===== src/rtl/ssds_pkg.sv =====
// Shared types, constants and a lookup function for the seven-segment display serializer.
// Holds the request and response word structs, the microcode word and the segment map.
// Depends on nothing.
`default_nettype none

package ssds_pkg;

   typedef struct packed {
      logic [1:0]  action;
      logic [15:0] number;
      logic [7:0]  char_0;
      logic [7:0]  char_1;
      logic [7:0]  char_2;
      logic [7:0]  char_3;
   } req_type;

   typedef struct packed {
      logic [1:0] cell_kind;
      logic       bit_value;
      logic       last;
   } rsp_type;

   localparam logic [1:0] ACTION_NUMBER = 2'd0;
   localparam logic [1:0] ACTION_CHARS  = 2'd1;
   localparam logic [1:0] ACTION_BRIGHT = 2'd2;
   localparam logic [1:0] ACTION_UNUSED = 2'd3;

   localparam logic [1:0] KIND_START = 2'd0;
   localparam logic [1:0] KIND_BIT   = 2'd1;
   localparam logic [1:0] KIND_ACK   = 2'd2;
   localparam logic [1:0] KIND_STOP  = 2'd3;

   localparam logic [7:0] CMD_DATA_AUTO = 8'h40;
   localparam logic [7:0] CMD_ADDR_ZERO = 8'hC0;
   localparam logic [7:0] CMD_DISP_BASE = 8'h87;

   localparam logic [7:0] CHAR_SPACE = 8'h20;
   localparam logic [7:0] CHAR_ZERO  = 8'h30;

   localparam logic [3:0] BRIGHT_RESET = 4'd8;
   localparam logic [3:0] BRIGHT_MAX   = 4'd8;

   localparam logic [15:0] NUMBER_LIMIT = 16'd10000;
   localparam int          DIGIT_WIDTH  = 14;

   localparam int          STEP_WIDTH  = 5;
   localparam logic [4:0]  ENTRY_DIGIT  = 5'd0;
   localparam logic [4:0]  ENTRY_DISP   = 5'd4;
   localparam logic [4:0]  ENTRY_BRIGHT = 5'd20;

   typedef enum logic {
      OP_CELL,
      OP_DIGIT
   } op_type;

   typedef enum logic [2:0] {
      SRC_DATA_CMD,
      SRC_ADDR_CMD,
      SRC_SEG0,
      SRC_SEG1,
      SRC_SEG2,
      SRC_SEG3,
      SRC_BRIGHT
   } src_type;

   typedef struct packed {
      op_type     op;
      logic [1:0] kind;
      src_type    src;
      logic       rpt;
      logic       last;
   } ucode_type;

   typedef struct packed {
      logic                  busy;
      ucode_type             uop;
      logic [2:0]            bit_idx;
      logic [1:0]            digit_pos;
   } seq_status_type;

   function automatic logic [7:0] segment_code(input logic [7:0] ch);
      logic [7:0] code;
      unique case (ch)
         8'h30:   code = 8'h3f;
         8'h31:   code = 8'h06;
         8'h32:   code = 8'h5b;
         8'h33:   code = 8'h4f;
         8'h34:   code = 8'h66;
         8'h35:   code = 8'h6d;
         8'h36:   code = 8'h7d;
         8'h37:   code = 8'h07;
         8'h38:   code = 8'h7f;
         8'h39:   code = 8'h6f;
         8'h61:   code = 8'h77;
         8'h62:   code = 8'h7c;
         8'h63:   code = 8'h39;
         8'h64:   code = 8'h5e;
         8'h65:   code = 8'h79;
         8'h66:   code = 8'h71;
         8'h67:   code = 8'h3d;
         8'h68:   code = 8'h76;
         8'h20:   code = 8'h00;
         8'h6f:   code = 8'h5c;
         8'h6e:   code = 8'h54;
         8'h72:   code = 8'h50;
         8'h73:   code = 8'h6d;
         8'h2d:   code = 8'h40;
         8'h2b:   code = 8'h46;
         8'h5f:   code = 8'h08;
         default: code = 8'h2b;
      endcase
      return code;
   endfunction

endpackage

`default_nettype wire


===== src/rtl/ssds_sequencer.sv =====
// Microcode sequencer: program ROM, step counter and bit counter.
// Drives the serializer datapath through one control word per step; uses ssds_pkg.
`default_nettype none

module ssds_sequencer (
   input  wire logic                     clock,
   input  wire logic                     reset,
   input  wire logic                     start,
   input  wire logic [4:0]               entry,
   input  wire logic                     advance,
   output ssds_pkg::seq_status_type      status
);
   import ssds_pkg::*;

   logic [STEP_WIDTH-1:0] step_ff, step_in;
   logic [2:0]            bit_ff, bit_in;
   logic                  busy_ff, busy_in;
   ucode_type             uop;

   // Program: number entry converts four digits, then falls into the display run.
   always_comb begin
      uop = '{op: OP_CELL, kind: KIND_STOP, src: SRC_DATA_CMD, rpt: 1'b0, last: 1'b1};
      unique case (step_ff)
         5'd0, 5'd1, 5'd2, 5'd3:
            uop = '{op: OP_DIGIT, kind: KIND_START, src: SRC_DATA_CMD, rpt: 1'b0,
                    last: 1'b0};
         5'd4:  uop = '{OP_CELL, KIND_START, SRC_DATA_CMD, 1'b0, 1'b0};
         5'd5:  uop = '{OP_CELL, KIND_BIT,   SRC_DATA_CMD, 1'b1, 1'b0};
         5'd6:  uop = '{OP_CELL, KIND_ACK,   SRC_DATA_CMD, 1'b0, 1'b0};
         5'd7:  uop = '{OP_CELL, KIND_STOP,  SRC_DATA_CMD, 1'b0, 1'b0};
         5'd8:  uop = '{OP_CELL, KIND_START, SRC_ADDR_CMD, 1'b0, 1'b0};
         5'd9:  uop = '{OP_CELL, KIND_BIT,   SRC_ADDR_CMD, 1'b1, 1'b0};
         5'd10: uop = '{OP_CELL, KIND_ACK,   SRC_ADDR_CMD, 1'b0, 1'b0};
         5'd11: uop = '{OP_CELL, KIND_BIT,   SRC_SEG0,     1'b1, 1'b0};
         5'd12: uop = '{OP_CELL, KIND_ACK,   SRC_SEG0,     1'b0, 1'b0};
         5'd13: uop = '{OP_CELL, KIND_BIT,   SRC_SEG1,     1'b1, 1'b0};
         5'd14: uop = '{OP_CELL, KIND_ACK,   SRC_SEG1,     1'b0, 1'b0};
         5'd15: uop = '{OP_CELL, KIND_BIT,   SRC_SEG2,     1'b1, 1'b0};
         5'd16: uop = '{OP_CELL, KIND_ACK,   SRC_SEG2,     1'b0, 1'b0};
         5'd17: uop = '{OP_CELL, KIND_BIT,   SRC_SEG3,     1'b1, 1'b0};
         5'd18: uop = '{OP_CELL, KIND_ACK,   SRC_SEG3,     1'b0, 1'b0};
         5'd19: uop = '{OP_CELL, KIND_STOP,  SRC_SEG3,     1'b0, 1'b1};
         5'd20: uop = '{OP_CELL, KIND_START, SRC_BRIGHT,   1'b0, 1'b0};
         5'd21: uop = '{OP_CELL, KIND_BIT,   SRC_BRIGHT,   1'b1, 1'b0};
         5'd22: uop = '{OP_CELL, KIND_ACK,   SRC_BRIGHT,   1'b0, 1'b0};
         5'd23: uop = '{OP_CELL, KIND_STOP,  SRC_BRIGHT,   1'b0, 1'b1};
         default: uop = '{OP_CELL, KIND_STOP, SRC_DATA_CMD, 1'b0, 1'b1};
      endcase
   end

   // A repeating step holds the step counter until all eight bits have gone out.
   always_comb begin
      step_in = step_ff;
      bit_in  = bit_ff;
      busy_in = busy_ff;
      if (start) begin
         step_in = entry;
         bit_in  = '0;
         busy_in = 1'b1;
      end else if (busy_ff && advance) begin
         if (uop.rpt && (bit_ff != 3'd7)) begin
            bit_in = bit_ff + 3'd1;
         end else begin
            bit_in = '0;
            if (uop.last) begin
               busy_in = 1'b0;
            end else begin
               step_in = step_ff + 5'd1;
            end
         end
      end
   end

   always_ff @(posedge clock) begin
      if (reset) begin
         step_ff <= '0;
         bit_ff  <= '0;
         busy_ff <= 1'b0;
      end else begin
         step_ff <= step_in;
         bit_ff  <= bit_in;
         busy_ff <= busy_in;
      end
   end

   assign status.busy      = busy_ff;
   assign status.uop       = uop;
   assign status.bit_idx   = bit_ff;
   assign status.digit_pos = ~step_ff[1:0];

endmodule

`default_nettype wire


===== src/rtl/seven_segment_display_serializer.sv =====
// Top level of the seven-segment display serializer: request decode, digit datapath,
// byte selection and the registered response word. Uses ssds_pkg and ssds_sequencer.
`default_nettype none

// Each request word becomes a run of bus cells (start, data bit, ack slot, stop), one
// response word per cell. A display request yields 58 cells and a brightness request 11;
// action 3 is taken and produces nothing. The block works on one request at a time; a
// number request from 1 to 9999 first converts its four digits (one decimal digit per
// cycle through a reciprocal multiply). The microcode sequencer issues one cell per
// cycle while the response side is not stalled. The next request is taken as soon as
// the last cell sits in the output register.
module seven_segment_display_serializer (
   input  wire logic              clock,
   input  wire logic              reset,
   input  wire logic              req_valid,
   output      logic              req_stall,
   input  wire ssds_pkg::req_type req_data,
   output      logic              rsp_valid,
   input  wire logic              rsp_stall,
   output      ssds_pkg::rsp_type rsp_data,
   input  wire logic              csr_we,
   input  wire logic [3:0]        csr_wdata
);
   import ssds_pkg::*;

   seq_status_type           seq;
   logic                     accept;
   logic                     start;
   logic [STEP_WIDTH-1:0]    entry;
   logic                     out_free;
   logic                     advance;

   logic [3:0]               bright_ff;
   logic [DIGIT_WIDTH-1:0]   value_ff, value_in;
   logic [7:0]               text_ff [4];
   logic                     rsp_valid_ff;
   rsp_type                  rsp_ff, rsp_in;

   logic [29:0]              product;
   logic [DIGIT_WIDTH-1:0]   quot;
   logic [DIGIT_WIDTH-1:0]   rem;
   logic [7:0]               digit_char;
   logic [3:0]               level;
   logic [7:0]               cur_byte;

   ssds_sequencer u_seq (
      .clock   (clock),
      .reset   (reset),
      .start   (start),
      .entry   (entry),
      .advance (advance),
      .status  (seq)
   );

   assign req_stall = seq.busy;
   assign accept    = req_valid & ~seq.busy;
   assign out_free  = ~rsp_valid_ff | ~rsp_stall;
   assign advance   = seq.busy & ((seq.uop.op == OP_DIGIT) | out_free);

   always_comb begin
      start = 1'b0;
      entry = ENTRY_DISP;
      if (accept) begin
         unique case (req_data.action)
            ACTION_NUMBER: begin
               start = 1'b1;
               if ((req_data.number != '0) && (req_data.number < NUMBER_LIMIT)) begin
                  entry = ENTRY_DIGIT;
               end
            end
            ACTION_CHARS:  start = 1'b1;
            ACTION_BRIGHT: begin
               start = 1'b1;
               entry = ENTRY_BRIGHT;
            end
            default:       start = 1'b0;
         endcase
      end
   end

   // Divide by ten through a reciprocal: exact for every value below 10000.
   assign product    = 30'(value_ff) * 30'd52429;
   assign quot       = DIGIT_WIDTH'(product[29:19]);
   assign rem        = value_ff - ((quot << 3) + (quot << 1));
   assign digit_char = (value_ff != '0) ? (CHAR_ZERO + 8'(rem[3:0])) : CHAR_SPACE;
   assign value_in   = quot;

   assign level = (bright_ff > BRIGHT_MAX) ? BRIGHT_MAX : bright_ff;

   always_comb begin
      unique case (seq.uop.src)
         SRC_DATA_CMD: cur_byte = CMD_DATA_AUTO;
         SRC_ADDR_CMD: cur_byte = CMD_ADDR_ZERO;
         SRC_SEG0:     cur_byte = segment_code(text_ff[0]);
         SRC_SEG1:     cur_byte = segment_code(text_ff[1]);
         SRC_SEG2:     cur_byte = segment_code(text_ff[2]);
         SRC_SEG3:     cur_byte = segment_code(text_ff[3]);
         SRC_BRIGHT:   cur_byte = CMD_DISP_BASE + {4'd0, level};
         default:      cur_byte = CMD_DATA_AUTO;
      endcase
   end

   always_comb begin
      rsp_in.cell_kind = seq.uop.kind;
      rsp_in.bit_value = (seq.uop.kind == KIND_BIT) ? cur_byte[seq.bit_idx] : 1'b0;
      rsp_in.last      = seq.uop.last;
   end

   always_ff @(posedge clock) begin
      if (reset) begin
         bright_ff    <= BRIGHT_RESET;
         rsp_valid_ff <= 1'b0;
      end else begin
         if (csr_we) begin
            bright_ff <= csr_wdata;
         end
         if (advance && (seq.uop.op == OP_CELL)) begin
            rsp_valid_ff <= 1'b1;
         end else if (!rsp_stall) begin
            rsp_valid_ff <= 1'b0;
         end
      end
   end

   always_ff @(posedge clock) begin
      if (advance && (seq.uop.op == OP_CELL)) begin
         rsp_ff <= rsp_in;
      end
      if (accept && (req_data.action == ACTION_NUMBER)) begin
         value_ff <= req_data.number[DIGIT_WIDTH-1:0];
         if (req_data.number == '0) begin
            text_ff[0] <= CHAR_SPACE;
            text_ff[1] <= CHAR_SPACE;
            text_ff[2] <= CHAR_SPACE;
            text_ff[3] <= CHAR_ZERO;
         end else if (req_data.number >= NUMBER_LIMIT) begin
            text_ff[0] <= CHAR_ZERO;
            text_ff[1] <= CHAR_ZERO;
            text_ff[2] <= CHAR_ZERO;
            text_ff[3] <= CHAR_ZERO;
         end
      end else if (accept && (req_data.action == ACTION_CHARS)) begin
         text_ff[0] <= req_data.char_0;
         text_ff[1] <= req_data.char_1;
         text_ff[2] <= req_data.char_2;
         text_ff[3] <= req_data.char_3;
      end else if (advance && (seq.uop.op == OP_DIGIT)) begin
         // Digits come out least significant first, filling from the right.
         value_ff                <= value_in;
         text_ff[seq.digit_pos]  <= digit_char;
      end
   end

   assign rsp_valid = rsp_valid_ff;
   assign rsp_data  = rsp_ff;

endmodule

`default_nettype wire


===== config.mk =====
export PLATFORM = sky130hd
export DESIGN_NAME = seven_segment_display_serializer
export DESIGN_NICKNAME = d
export VERILOG_FILES = /design/src/rtl/ssds_pkg.sv /design/src/rtl/ssds_sequencer.sv /design/src/rtl/seven_segment_display_serializer.sv
export SDC_FILE = /design/constraint.sdc
export NUM_CORES = 1
export LEC_CHECK = 0
export BUFFER_PORTS_ARGS = -buffer_cell sky130_fd_sc_hd__buf_2
export CORE_UTILIZATION = 40
export CTS_CLUSTER_SIZE = 25
export DETAILED_ROUTE_END_ITERATION = 12
export PLACE_DENSITY = 0.55
export RECOVER_POWER = 50
export SLEW_MARGIN = 10
export SYNTH_ARGS = -nofsm -noshare
export SYNTH_HDL_FRONTEND = slang
export SYNTH_HIERARCHICAL = 1
export SYNTH_MEMORY_MAX_BITS = 65536
export SYNTH_SLANG_ARGS = --single-unit
export TNS_END_PERCENT = 100

===== constraint.sdc =====
create_clock -name clock -period 12.6 [get_ports clock]
set_clock_uncertainty 0.15 [all_clocks]
set_input_delay 1.26 -clock clock [delete_from_list [all_inputs] [get_ports clock]]
set_output_delay 1.26 -clock clock [all_outputs]
set_load 0.005 [all_outputs]

# After elaboration in Yosys (flattened, before gate mapping)

Memory sizes are Yosys's and may differ from the RTL's. A register that Yosys moved wholly into a read port is not among the register bits.
Index checks and enable logic that the tools add are counted.

Flip-flop bits (word level): 32
Output and inout bits: 6
Bits in read-only memories: 3840
Bits in writable memories: 32
Memories kept: 6

Magnitude comparators: 4
$mul: 1
Reduce and logical (&&, ||, !) cells: 20
Multiplexer cells: 55
Eq/ne operators: 14
$add $sub $neg: 6
Bitwise gates (word level): 17

Memories:

| memory           | words | width | read ports | clocked after memory_dff | write ports | RTL line                               | text |
|---|---|---|---|---|---|---|---|
| (name not given) | 128   | 7     | 1          | 0                        | 0           | ssds_pkg.sv:83                         | `unique case (ch)` |
| (name not given) | 128   | 7     | 1          | 0                        | 0           | ssds_pkg.sv:83                         |  |
| (name not given) | 128   | 7     | 1          | 0                        | 0           | ssds_pkg.sv:83                         |  |
| (name not given) | 128   | 7     | 1          | 0                        | 0           | ssds_pkg.sv:83                         |  |
| (name not given) | 32    | 8     | 1          | 1                        | 0           | ssds_sequencer.sv:23                   | `unique case (step_ff)` |
| text_ff          | 4     | 8     | 4          | 0                        | 4           | seven_segment_display_serializer.sv:35 | `logic [7:0] text_ff [4];` |

Operators by type and width:

| operator                                                     | number |
|---|---|
| 2-to-1 mux 8 bit                                             | 13 |
| one-hot mux 8 bit (6 select lines)                           | 1 |
| 2-to-1 mux 14 bit                                            | 3 |
| 2-to-1 mux 5 bit                                             | 7 |
| multiplier 14 x 16 -> 30 bit, second input constant          | 1 |
| 2-to-1 mux 1 bit                                             | 24 |
| >= comparator 16 x 14 -> 1 bit, second input constant        | 1 |
| zero test 16 bit                                             | 1 |
| less-than comparator 16 x 14 -> 1 bit, second input constant | 1 |
| nonzero test 16 bit                                          | 1 |
| nonzero test 14 bit                                          | 1 |
| bitwise OR 1 bit                                             | 10 |
| one-hot mux 5 bit (2 select lines)                           | 1 |
| == test 3 bit, second input constant                         | 3 |
| adder 8 x 4 -> 8 bit, first input constant                   | 1 |
| OR reduction 8 bit                                           | 1 |
| adder 6 x 4 -> 7 bit, first input constant                   | 1 |
| logical AND 1 bit                                            | 7 |
| 2-to-1 mux 7 bit                                             | 1 |
| == test 3 x 2 -> 1 bit, second input constant                | 2 |
| 2-to-1 mux 3 bit                                             | 2 |
| != test 2 bit, second input constant                         | 3 |
| AND reduction 3 bit                                          | 2 |
| nonzero test 2 bit                                           | 3 |
| other kinds (21)                                             | 26 |

# Logic depth before layout (Yosys ltp)

Depth in word-level cells: 11
Depth in mapped cells: 26
Gate-level depth less buffers: 26

# Modules after synthesis

The synthesis kept the hierarchy.

Modules (own cells, without submodules):

| module                           | cells an instance | area each (um2) | instances |
|---|---|---|---|
| seven_segment_display_serializer | 967               | 8609.5          | 1 |
| ssds_sequencer                   | 110               | 993.5           | 1 |

# Least setup slack after synthesis

Ideal clock, no wire load.

Kind: flip-flop to flip-flop
Start: register value_ff[8]
End: memory text_ff[3][3], data pin
Arrival time: 5.746 ns
Data required time: 12.175 ns
Period minus slack after synthesis: 6.171 ns
Library setup time: 0.275 ns
Setup slack: 6.429 ns
Path buffers: 0
Cell stages (with the launch flop): 25
Path through: edfxtp_1 -> inv_1 -> ha_1 -> inv_1 -> fa_1 -> fa_1 -> fa_1 -> inv_1 -> fa_1 -> inv_1 -> fa_1 -> inv_1 -> ha_1 -> nand4_1 -> a211o_1 -> o21bai_1 -> a21boi_2 -> nor2_1 -> xnor2_1 -> ha_1 -> nand2_1 -> and4_1 -> o21a_1 -> o21ai_2 -> a21oi_1

RTL lines:

| what                   | RTL line                                | text |
|---|---|---|
| start, declared        | seven_segment_display_serializer.sv:34  | `logic [DIGIT_WIDTH-1:0] value_ff, value_in;` |
| start signal, assigned | seven_segment_display_serializer.sv:130 | `value_ff <= req_data.number[DIGIT_WIDTH-1:0];` |
| start signal, assigned | seven_segment_display_serializer.sv:149 | `value_ff <= value_in;` |
| end, declared          | seven_segment_display_serializer.sv:35  |  |

==> metrics.txt <==
worst slew pin tran=between 1 and 1.5 ns; post-synthesis sequential area ratio=approximately 20%; initial antenna violation count=0; Post-synth EDFFs=50; Final setup viols=0; Ys Warns=6; vias in the first global route=~7600; Critical Path Fanout Max=5; Final Hold Viols=0; setup slack at placement=between 5 and 6 ns; Total GRT Usage=between 20% and 30%; Root Driver=clkbuf_16; Mapped Area=9603 um2; ys flop type=edfxtp_1; DR vias=7897; worst setup margin=just under 6 ns; Synth cell types=89; Synth Area in Compound Gates=18.83%; kind of critical path=register to register; reg2reg start=value_ff[8]; Max-Cap Viols=0; CP endpoint kind=register; Post-Synth XOR/XNOR Area=between 2 and 2.5%; global placement routability congestion=~0.89; Initial Utilization=between 40% and 50%; Synth Instances=between 1000 and 1500; Worst R2R Path Depth=24; Clock Latency Late Sink=roughly 0.35 ns; antenna diode count=0; antenna-violating nets left=0; area of the multi-input gates=6912 um2; setup TNS=0 ns; DR vias/cell=between 5 and 6; placed instance count=about 1400; Worst EP arrival=between 6 and 7 ns; Max Root-Sink Buffers=2; syn avg cell area=~8.9 um2; fmax=around 150 MHz; Filler Cells Inserted=2389; Hold Path Sink=rsp_data[2]; Residual DRC=0; # hold bufs at CTS=0; CTS tree=done; global-route wire length before repair=40020 um; period utilization=between 50% and 60%; Seq. cell area=1942 um2; Hold Crit Depth=0; WL/cell=between 15 and 20 um; Floorplan Core Area=23540 um2; r2r endpoint=text_ff[3][3]; HP Class=register to register; main combinational cell family by area after synthesis=adder cells; Core Rows=56; share of cells above drive strength 1=under 10%; CTS resizes=0; post-synthesis mux area share=about 2.9%; Post-synth ARST share=0%; Die Y=about 160 um; Crit path required time=~13 ns; Post-Synth Adder-Cell Area=a little under a third; Die Wd=between 150 and 200 um; TritonRoute pass-1 iters=5; clock sinks=between 70 and 80; dpl hpwl=roughly 20000 um; Final Slew Violations=0; IO Count=65; Worst-path clk slew=0.07 ns; H-tree depth=3; flop-to-flop setup slack=approximately 6 ns; RSZ-0062 raised after global routing=no; crit path time final=6.686 ns; gr ovfl total=0; number of synthesized register bits=72; WL final=24890 um; cts bufs inserted=9; die area=between 20000 and 25000 um2; iteration-0 DRC count of the detailed router=roughly 520; Post-CTS Setup Bufs=0; Rel. slew slack=9.791%; min-delay src=u_seq/uop[5]; Final Core Density=approximately 44%; Finished Layout Cells=approximately 1400; largest net degree at the start of global routing=30; simple-gate share of the synthesized area=between 10% and 20%; CP Launch Type=register; count of input and output buffers=64; run status=complete, no violations; area delta synth->final=7.934%; Final #Nets=roughly 1400
==> final cells by class <==
cell class              instances  share of cell area (%)
multi-input cells             831                   66.68
flip-flops and latches         72                   18.73
inverters                     132                   4.780
well taps                     319                   3.851
repair buffers                 67                   3.114
clock buffers                   9                   2.173
clock inverters                 7                  0.6639
==> cells in the mapped netlist, drive strengths merged (6+ instances only) <==
cell	count	area, um2
a221oi	8	70.07
a21oi	52	260.3
nor3	21	110.1
nor2b	13	91.34
or3	6	37.54
and3	6	42.54
clkbuf	15	56.30
fa	54	1081
a31oi	18	112.6
a21boi	6	48.80
nand2b	42	270.3
nand3	12	60.06
o221ai	8	70.07
dfxtp	22	440.4
and2	12	75.07
o21a	10	75.07
a211o	8	70.07
o22ai	6	37.54
nor3b	9	77.57
inv	132	495.5
o31ai	10	80.07
xor2	15	131.4
a211oi	14	105.1
o21ai	66	334.1
buf	29	197.7
a21o	7	52.55
mux2i	20	200.2
nand4	8	50.05
xnor2	9	78.83
ha	148	1852
mux2	7	78.82
a22oi	9	67.56
nor4	14	87.58
nor2	53	206.5
nand2	76	287.8
edfxtp	50	1501
o311ai	7	61.31
nor4b	6	52.55
nand3b	7	52.55
==> cells in the final DEF, fill, tap and decap left out, types with 9 or more instances in the layout <==
master	n
a211oi_1	14
a31oi_1	18
xnor2_1	9
clkbuf_16	9
o21a_1	10
nor4_1	14
nand3_1	12
xor2_1	15
nor3_1	19
o21ai_0	55
inv_1	130
nand2b_1	41
dfxtp_1	22
fa_1	54
a21oi_1	52
edfxtp_1	50
nand2_1	76
mux2i_1	20
clkbuf_1	10
o21ai_1	10
a22oi_1	9
buf_2	57
o31ai_1	10
nor2b_1	11
nor2_1	52
ha_1	148
==> routing by layer <==
metal	GRT usage, %	part of all wire (%)	routed length [um]	vias to the layer above
li1	-	-	-	3931
met1	29.84	50	12380	3772
met2	33.61	45	11080	176
met3	3.194	4.5	1118	18
met4	3.875	1.2	308	0
met5	0	0	0	-
==> sequential cells by signal, summed over array words and instances (netlist names) <==
name / flops
rsp_data: 4
text_ff: 32
rsp_valid: 1
u_seq/bit_ff: 3
u_seq/busy_ff: 1
u_seq/step_ff: 5
u_seq/uop: 8
bright_ff: 4
value_ff: 14
==> worst max-delay path: stages, from the launching register on <==
cell and delay, ns:
edfxtp_1 0.45, inv_1 0.11, ha_1 0.31, inv_1 0.06
fa_1 0.61, fa_1 0.46, fa_1 0.54, inv_1 0.05
fa_1 0.51, inv_1 0.05, fa_1 0.49, inv_1 0.04
ha_1 0.31, nand4_1 0.16, a211o_1 0.31, o21bai_1 0.19
a21boi_2 0.24, nor2_1 0.08, xnor2_1 0.22, ha_1 0.21
xor2_1 0.20, and4_1 0.26, nor3_2 0.06, o21ai_2 0.22
a21oi_1 0.09
==> cell families (layout without fill, tap and decap cells) <==
family | after synthesis | count (layout)
adders and majority gates | 202 | 202
DFF | 72 | 72
other | 1 | 3
and+or+nand+nor | 306 | 306
muxes | 27 | 27
buffers and inverters | 176 | 215
AOI/OAI and AO/OA | 269 | 269
xor gates and xnor gates | 24 | 24
==> how the worst max path moves through the flow <==
stage	startpoint	endpoint	slack, ns	depth (start not counted)
2_1_floorplan	value_ff[8]	text_ff[3][3]	6.43	24
3_3_place_gp	value_ff[8]	text_ff[3][3]	6.10	24
3_5_place_dp	value_ff[8]	text_ff[3][3]	5.95	24
4_1_cts	value_ff[8]	text_ff[3][3]	5.92	24
5_1_grt	value_ff[8]	text_ff[3][3]	5.50	24
6_report	value_ff[8]	text_ff[3][3]	5.91	24
==> per-stage QoR <==
stage,area [um2],hold slack (ns)
3_3_place_gp,10110,0.3102
5_1_grt,10360,0.3657
3_5_place_dp,10110,0.3229
6_report,10360,0.3334
2_1_floorplan,9610,0.2862
4_1_cts,10400,0.3409
Power is not shown: default switching activity piles up to over one toggle a cycle in this logic, so the estimate is an artifact.
